==> src/rtl/core/yuvc_pkg.sv <==
package yuvc_pkg;

    localparam int NUM_CLASSES  = 16;
    localparam int CHROMA_DEPTH = 65536;
    localparam int CHROMA_AW    = $clog2(CHROMA_DEPTH);
    localparam int RANGE_DEPTH  = 16;
    localparam int RANGE_AW     = $clog2(RANGE_DEPTH);
    localparam int CLASS_W      = 8;
    localparam int LUMA_W       = 8;

    localparam logic [CLASS_W-1:0] NO_CLASS = 8'd255;

    // request layout on s_axis_tdata, lowest bit first
    localparam int Y_FIRST_LSB   = 0;
    localparam int CHROMA_U_LSB  = 8;
    localparam int Y_SECOND_LSB  = 16;
    localparam int CHROMA_V_LSB  = 24;
    localparam int TBL_ADDR_LSB  = 32;
    localparam int TBL_CLASS_LSB = 48;
    localparam int RNG_CLASS_LSB = 56;
    localparam int RNG_MIN_LSB   = 60;
    localparam int RNG_MAX_LSB   = 68;
    localparam int IN_DATA_W     = 80;
    localparam int OUT_DATA_W    = 16;

    typedef enum logic [1:0] {
        OP_CLASSIFY = 2'd0,
        OP_TABLE_WR = 2'd1,
        OP_RANGE_WR = 2'd2
    } op_t;

    // per-pair context shared by both luma lanes
    typedef struct packed {
        logic               hit;
        logic [CLASS_W-1:0] chroma_class;
        logic [LUMA_W-1:0]  luma_min;
        logic [LUMA_W-1:0]  luma_max;
    } lane_ctx_t;

endpackage

==> src/rtl/core/yuvc_lane.sv <==
module yuvc_lane
(
    input  yuvc_pkg::lane_ctx_t                 ctx,
    input  logic [yuvc_pkg::LUMA_W-1:0]         luma,
    output logic [yuvc_pkg::CLASS_W-1:0]        code
);

    logic in_window;

    // inclusive window, an empty range (min above max) never matches
    assign in_window = (luma >= ctx.luma_min) && (luma <= ctx.luma_max);
    assign code      = (ctx.hit && in_window) ? ctx.chroma_class : yuvc_pkg::NO_CLASS;

endmodule

==> config.mk <==
export PLATFORM = sky130hd
export DESIGN_NAME = yuvc_lane
export DESIGN_NICKNAME = d
export VERILOG_FILES = /design/src/rtl/core/yuvc_pkg.sv /design/src/rtl/core/yuvc_lane.sv
export SDC_FILE = /design/constraint.sdc
export NUM_CORES = 1
export LEC_CHECK = 0
export ABC_AREA = 1
export BUFFER_PORTS_ARGS = -buffer_cell sky130_fd_sc_hd__buf_2
export CORE_MARGIN = 1.5
export CORE_UTILIZATION = 40
export DETAILED_ROUTE_END_ITERATION = 8
export GPL_TIMING_DRIVEN = 0
export PLACE_DENSITY = 0.81
export SYNTH_ARGS = -nofsm -noshare
export SYNTH_HDL_FRONTEND = slang
export SYNTH_SLANG_ARGS = --single-unit
==> constraint.sdc <==
create_clock -name vclk -period 1.93
set_input_delay 0.193 -clock vclk [all_inputs]
set_output_delay 0.193 -clock vclk [all_outputs]
set_load 0.05 [all_outputs]
==> impl_metrics.ini, run 1 <==
[logic_synthesis]
synth_seq_area_share_pct = 0
syn_inst = 87
synth_cell_types = 13
yosysWarnings = 0
avgSynthCellArea_sq_um = 6.14
synth_fp_nets = 136
syn_area_sq_um = 534

[route]
drt_pre_antenna_iters = 1
drt_iter0_drc = 0
detail_route.wl_per_cell_um = 8.18
postRouteAntennaNets = 0
vias = 619
viasPerCell = 4.39
post-route-drc-count = 0
drt-total-wl_um = 1150

[pwr]
peakVddDrop_mv = 0.101
p_leak_nw = 0.517
power_density_mw_per_mm2 = 233

[worst_setup_path]
cp_max_fo = 8
end_kind = output port
cp-startpoint = ctx[13]
crit_arrival_ps = 1470
cp-start-kind = input pin
cp.required_ps = 1740
crit_type = input pin to output port

[floorplan]
start_util_pct = 45.6
die_x_um = 39.5
fp.dieH_um = 39.5
dieArea_sq_mm = 0.00156
std_cell_rows = 12
num_io_pins = 41
core_region_area_sq_mm = 0.00117

[layout]
final_nets = 178
area_growth_pct = 40.7
nClkBuffers = 0
design.seq.count = 0
num_antenna_cells = 0
stdcell_count = 141
final-seq-area_sq_um = 0
drive_gt1_share_pct = 37.0

[grt]
grt_max_degree = 9
antenna_found_initial = 0
grt.total_usage_pct = 14.8
grt_pass1_wl_um = 1700
gr-total-overflow = 0
grt_pass1_vias = 482

[min_path]
hold_path_class = input pin to output port
min-delay-start = ctx[20]

[sta]
timing.fmax_mhz = 601
drv_slew = 0
slew_headroom_pct = 78.7
post-route-min-period_ps = 1660
setup_viol = 0
worst_pin_slew_ps = 319
tns_ps = 0
hold_viol_final = 0
rsz0062_at_grt = no
fin_crit_sh_pct = 86.2

[cts]
cts_hold_buffers = 0
cts_resized = 0
post_cts_buffers = 0

[flow_run]
drv_cap = 0

[placed_design]
dp_hpwl_um = 1050
placedCellCount = 141
port_buffers = 40
place_congestion = 0.675

[run_status]
status = finished clean
[metal layers]
metal	wire, um	vias up	track usage [%]
met5	0	-	0
met4	0	0	0
met3	57	0	0
met2	582	19	28.3
met1	514	245	19.3
li1	-	355	-
[path summary, 6_finish.rpt]
path	depth (start not counted)	slack [ps]	end
worst max-delay path	9	270	code[0]
worst min-delay path	4	810	code[4]
[layout make-up]
cell class / instances / area, sq um
Buffer: 1 / 3.75
Inverter: 29 / 109
Tap cell: 14 / 17.5
Timing Repair Buffer: 40 / 200
Fill cell: 111 / 419
Multi-Input combinational cell: 57 / 422
[metrics by stage]
| step | cell area (sq um) | hold slack [ps] | util, % | setup WS, ps | power, mW |
|---|---|---|---|---|---|
| after floorplan | 534 | 779 | - | 323 | 0.119 |
| after detailed placement | 752 | 809 | 64.2 | 278 | 0.176 |
| after global routing | 752 | 830 | 64.2 | 115 | 0.201 |
| final | 752 | 808 | 64.2 | 266 | 0.175 |
| after CTS | 752 | 809 | 64.2 | 275 | 0.177 |
| after global placement | 752 | 807 | 64.2 | 297 | 0.171 |
[worst max-delay path, cell delays in order]
cell	delay (ps)
buf_2	70
inv_1	30
ha_1	290
a21oi_1	150
nor2_1	60
nor2_2	90
nand3_2	180
nand4_1	140
buf_2	270
[layout by cell type (no fill, tap or decap), types with 2 or more instances in the layout]
cell and n:
nor2_2 2, nand2_2 2, nor2_1 3, nand4_1 9, inv_1 29, nand2_1 16
a21oi_1 4, buf_2 40, a21o_1 2, ha_1 16
[Yosys cell counts]
cell / n / area share (%)
nand2_2: 2 / 2.3
a21o_1: 2 / 2.8
buf_1: 1 / 0.70
nand2_1: 16 / 11
nand4_1: 9 / 11
nor2_2: 2 / 2.3
a21oi_1: 4 / 3.7
nand4_2: 1 / 2.3
nor2_1: 3 / 2.1
inv_1: 29 / 20
nand3_2: 1 / 1.9
nor2_4: 1 / 2.1
ha_1: 16 / 37
[logic make-up after synthesis]
logic type / after synthesis / synth area share [%]
AOI/OAI and AO/OA: 6 / 6.56
adders and majority gates: 16 / 37.5
buffers and inverters: 30 / 21.1
and+or+nand+nor: 35 / 34.9
[power breakdown]
| part | internal [mW] | total (mW) | switching (mW) | leakage [nW] |
|---|---|---|---|---|
| clock network | 0 | 0 | 0 | 0 |
| registers | 0 | 0 | 0 | 0 |
| logic | 0.0697 | 0.175 | 0.105 | 0.517 |
| total | 0.0697 | 0.175 | 0.105 | 0.517 |
Power figures use the tool's default switching activity.
==> inputs of run 2 (changes only) <==
CORE_AREA = 2 2 39 41   (was unset)
CORE_MARGIN = unset   (was 1.5)
CORE_UTILIZATION = unset   (was 40)
DIE_AREA = 0 0 41 43   (was unset)
==> run 2 against run 1 <==
Worst setup slack got worse by 14 ps. Non-clock buffer count did not move. Sequential share of layout area did not move. Power rose by 0.27%. Via count rose by 0.32%. Global-route usage fell by 0.65 points. Final cell count rose by 1.4%. First-iteration DRC count rose by 3. Fmax fell by 0.84%. Cell area rose by 0.33%. Critical path type unchanged. Critical endpoint unchanged. Highest routed layer unchanged.
==> impl_metrics.ini, run 2 (synthesis results as in run 1) <==
[run_status]
status = finished clean

[pwr]
p_leak_nw = 0.517
power_density_mw_per_mm2 = 233
power.internal_mw = 0.0698
seqPwrFrac_pct = 0
peakVddDrop_mv = 0.100
power_frac_clock_pct = 0
combinationalPowerShare_pct = 100.0
netSwitchingFraction_pct = 60.2
power.switching_mw = 0.106

[layout]
final_nets = 178
nClkBuffers = 0
mostFrequentLayoutCell = buf_2
drive_gt1_share_pct = 37.0
area_growth_pct = 41.2
most-common-layout-cells = buf_2 (40), inv_1 (29), nand2_1 (16), ha_1 (16), nand4_1 (9)
final-seq-area_sq_um = 0
num_antenna_cells = 0
design.seq.count = 0

[sta]
fin_crit_sh_pct = 87.0
tns_ps = 0
rsz0062_at_grt = no
setup_viol = 0
hold_viol_final = 0
post-route-min-period_ps = 1680
drv_slew = 0
fin_ws_ps = 251
timing.fmax_mhz = 596
worst_pin_slew_ps = 293
slew_headroom_pct = 80.5

[route]
postRouteAntennaNets = 0
vias = 621
post-route-drc-count = 0
detail_route.wl_per_cell_um = 8.55
drt_pre_antenna_iters = 4
viasPerCell = 4.34
drt-total-wl_um = 1220
drt_iter0_drc = 3

[placed_design]
pre_cts_slack_ps = 256
dp_hpwl_um = 1120
port_buffers = 40
place_congestion = 0.664

[floorplan]
dieArea_sq_mm = 0.00176
die_x_um = 41
num_io_pins = 41
std_cell_rows = 14
core_region_area_sq_mm = 0.00138
start_util_pct = 38.6
fp.dieH_um = 43

[flow_run]
drv_cap = 0

[cts]
post_cts_buffers = 0
cts_hold_buffers = 0
cts_resized = 0

[worst_setup_path]
end_kind = output port
cp-start-kind = input pin
path_delay_family = simple AND/OR/NAND/NOR gates
crit_buf_inv = 3
crit_type = input pin to output port
slowest_delay_ps = 290
crit_path_cell_trace = buf_2 > inv_1 > ha_1 > a21oi_1 > nor2_1 > nor2_2 > nand3_2 > nand4_1 > buf_2
crit_top_cell = buf_2
cp_max_fo = 8
crit_arrival_ps = 1490
crit_path_top_delay_cell = ha_1
cp.required_ps = 1740

[grt]
grt_pass1_wl_um = 1890
antenna_found_initial = 0
grt.total_usage_pct = 14.2
gr-total-overflow = 0
grt_pass1_vias = 549
grt_max_degree = 9

[min_path]
hold_path_class = input pin to output port
run 2: cell counts in the layout (fill, tap and decap cells not counted):
No cell type changed its count.
run 2: metrics by stage:
step           area, sq um  hold WS (ps)  instances  utilization [%]  power [mW]
6_report               754           809        143             54.5       0.176
3_3_place_gp           754           807        143             54.5       0.170
2_1_floorplan          534           779         87                -       0.119
5_1_grt                754           831        143             54.5       0.202
3_5_place_dp           754           810        143             54.5       0.177
4_1_cts                754           810        143             54.5       0.178
run 2: path summary, 6_finish.rpt:
check | startpoint | end | slack [ps] | cells past startpoint
worst max-delay path | ctx[13] | code[0] | 250 | 9
worst min-delay path | ctx[19] | code[3] | 810 | 4
run 2: cell type report:
type                            count  area, sq um
Buffer                              1         3.75
Fill cell                         131          629
Inverter                           29          109
Multi-Input combinational cell     57          422
Tap cell                           16         20.0
Timing Repair Buffer               40          200
run 2: per-layer routing:
layer  share of wire (%)  vias to the layer above  track usage [%]
li1                    -                      355                -
met5                   0                        -                0
met3                 8.4                        0                0
met1                  42                      243             16.8
met2                  49                       23             27.2
met4                   0                        0             1.33
run 2: power groups by stage:
| stage | Combinational, mW | Sequential (mW) | Clock (mW) |
|---|---|---|---|
| after global routing | 0.202 | 0 | 0 |
| after global placement | 0.170 | 0 | 0 |
| after floorplan | 0.119 | 0 | 0 |
| final | 0.176 | 0 | 0 |
| after detailed placement | 0.177 | 0 | 0 |
| after CTS | 0.178 | 0 | 0 |
run 2: tightest hold or removal path, cell delays in order:
cell	delay [ps]
buf_2	70
inv_1	30
nand4_1	70
buf_2	250
==> inputs of run 3 (changes only) <==
ABC_AREA = unset   (was 1)
PLACE_DENSITY = 0.75   (was 0.81)
REMOVE_ABC_BUFFERS = 1   (was unset)
SLEW_MARGIN = 20   (was unset)
==> run 3 against run 2 <==
Synthesized cell count shrank 28%. Sequential cell count is the same. Final cell count shrank 16%. First-iteration DRC count shrank 67%. Worst hold slack lost 34 ps. Sequential share of layout area is the same.
==> impl_metrics.ini, run 3 <==
[floorplan]
dieArea_sq_mm = 0.00176
die_x_um = 41
start_util_pct = 33.8
fp.dieH_um = 43
core_region_area_sq_mm = 0.00138
num_io_pins = 41
std_cell_rows = 14

[sta]
timing.fmax_mhz = 563
hold_slack_ps = 775
fin_crit_sh_pct = 92.0
hold_viol_final = 0
fin_ws_ps = 154
slew_headroom_pct = 78.0
worst_pin_slew_ps = 330
tns_ps = 0
rsz0062_at_grt = no
post-route-min-period_ps = 1780
drv_slew = 0
setup_viol = 0

[layout]
utilization_pct = 50.5
most-common-layout-cells = buf_2 (39), ha_1 (16), inv_1 (15)
num_antenna_cells = 0
mostFrequentLayoutCell = buf_2
final-seq-area_sq_um = 0
design.seq.count = 0
final_area_sq_um = 698
stdcell_count = 120
drive_gt1_share_pct = 42.3
final_nets = 155
fillCellCount = 152
area_growth_pct = 49.2
nClkBuffers = 0

[worst_setup_path]
crit_path_cell_trace = buf_2 > inv_1 > ha_1 > nor3b_1 > o21ai_0 > a22o_1 > nand4b_1 > buf_2
crit_top_cell = buf_2
crit_arrival_ps = 1580
slowest_delay_ps = 290
cp_max_fo = 8
crit_path_top_delay_cell = a22o_1
end_kind = output port
crit_type = input pin to output port
cp.required_ps = 1740
cp-start-kind = input pin

[placed_design]
port_buffers = 41
pre_cts_slack_ps = 154
placedCellCount = 120
dpl_cell_area_sq_um = 693
dp_hpwl_um = 1040
place_congestion = 0.626

[grt]
grt.total_usage_pct = 13.4
grt_max_degree = 9
grt_pass1_vias = 503
gr-total-overflow = 0
grt_pass1_wl_um = 1810
antenna_found_initial = 0

[logic_synthesis]
netlist.area_leader.share_pct = 42.8
syn_inst = 63
synth_seq_area_share_pct = 0
synthTopCellsByCount = ha_1 (16), inv_1 (15), nand4b_1 (8)
yosysWarnings = 0
synth.area.top_cells = ha_1 (43%), nand4b_1 (15%), inv_1 (12%)
synth.most_common_cell = ha_1
syn_area_sq_um = 468
avgSynthCellArea_sq_um = 7.43
yosysTopAreaCell = ha_1
synth_cell_types = 17

[route]
postRouteAntennaNets = 0
viasPerCell = 4.78
vias = 574
drt_iter0_drc = 1
drt-total-wl_um = 1110
drt_pre_antenna_iters = 2
post-route-drc-count = 0
detail_route.wl_per_cell_um = 9.26

[min_path]
hold_path_class = input pin to output port

[pwr]
seqPwrFrac_pct = 0
power.internal_mw = 0.0666
p_leak_nw = 0.405
power_density_mw_per_mm2 = 222
fin_total_pwr_mw = 0.155
power.switching_mw = 0.0883
power_frac_clock_pct = 0
peakVddDrop_mv = 0.0825
combinationalPowerShare_pct = 100.0
netSwitchingFraction_pct = 57.0

[cts]
cts_hold_buffers = 0
post_cts_buffers = 0
cts_resized = 0

[flow_run]
drv_cap = 0

[run_status]
status = finished clean
-- run 3: changes by cell type in the layout (fill, tap and decap cells not counted), sizes merged, moves of 2 or more --
cell	before	now
o21ai	0	5
nand2	18	2
nor2	6	3
buf	41	39
nand4	10	2
clkbuf	0	2
nand4b	0	8
inv	29	15
a21o	2	0
-- run 3: path summary, 6_finish.rpt --
kind,cells after the start,startpoint,to
max,8,luma[0],code[7]
min,3,ctx[22],code[6]
-- run 3: cells by family (layout without fill, tap and decap cells) --
group	after synthesis	count (layout)	share of synthesized area (%)
AND/OR/NAND/NOR	19	19	28.1
adder cells (fa/ha/maj)	16	16	42.8
buffers and inverters	15	56	12.0
AO/OA/AOI/OAI	13	13	17.1
-- run 3: critical path, delay by kind of cell --
kind            cells  cell delay (ps)
fa+ha+maj           1              270
simple gates        2              320
buf+inv             3              380
compound gates      2              420
-- run 3: per-layer routing --
layer	track usage, %	wire length (um)
met1	17.4	498
met2	24.7	511
met3	0	101
met4	0	0
met5	0	0
-- run 3: power groups by stage --
stage | clock, mW | combinational, mW | sequential (mW)
2_1_floorplan | 0 | 0.100 | 0
3_3_place_gp | 0 | 0.151 | 0
3_5_place_dp | 0 | 0.155 | 0
4_1_cts | 0 | 0.155 | 0
5_1_grt | 0 | 0.177 | 0
6_report | 0 | 0.155 | 0
-- run 3: layout make-up --
cell class	instances	area, sq um	area share, %
Inverter	15	56.3	8.06
Tap cell	16	20.0	2.87
Timing Repair Buffer	41	210	30.1
Multi-Input combinational cell	48	412	59.0
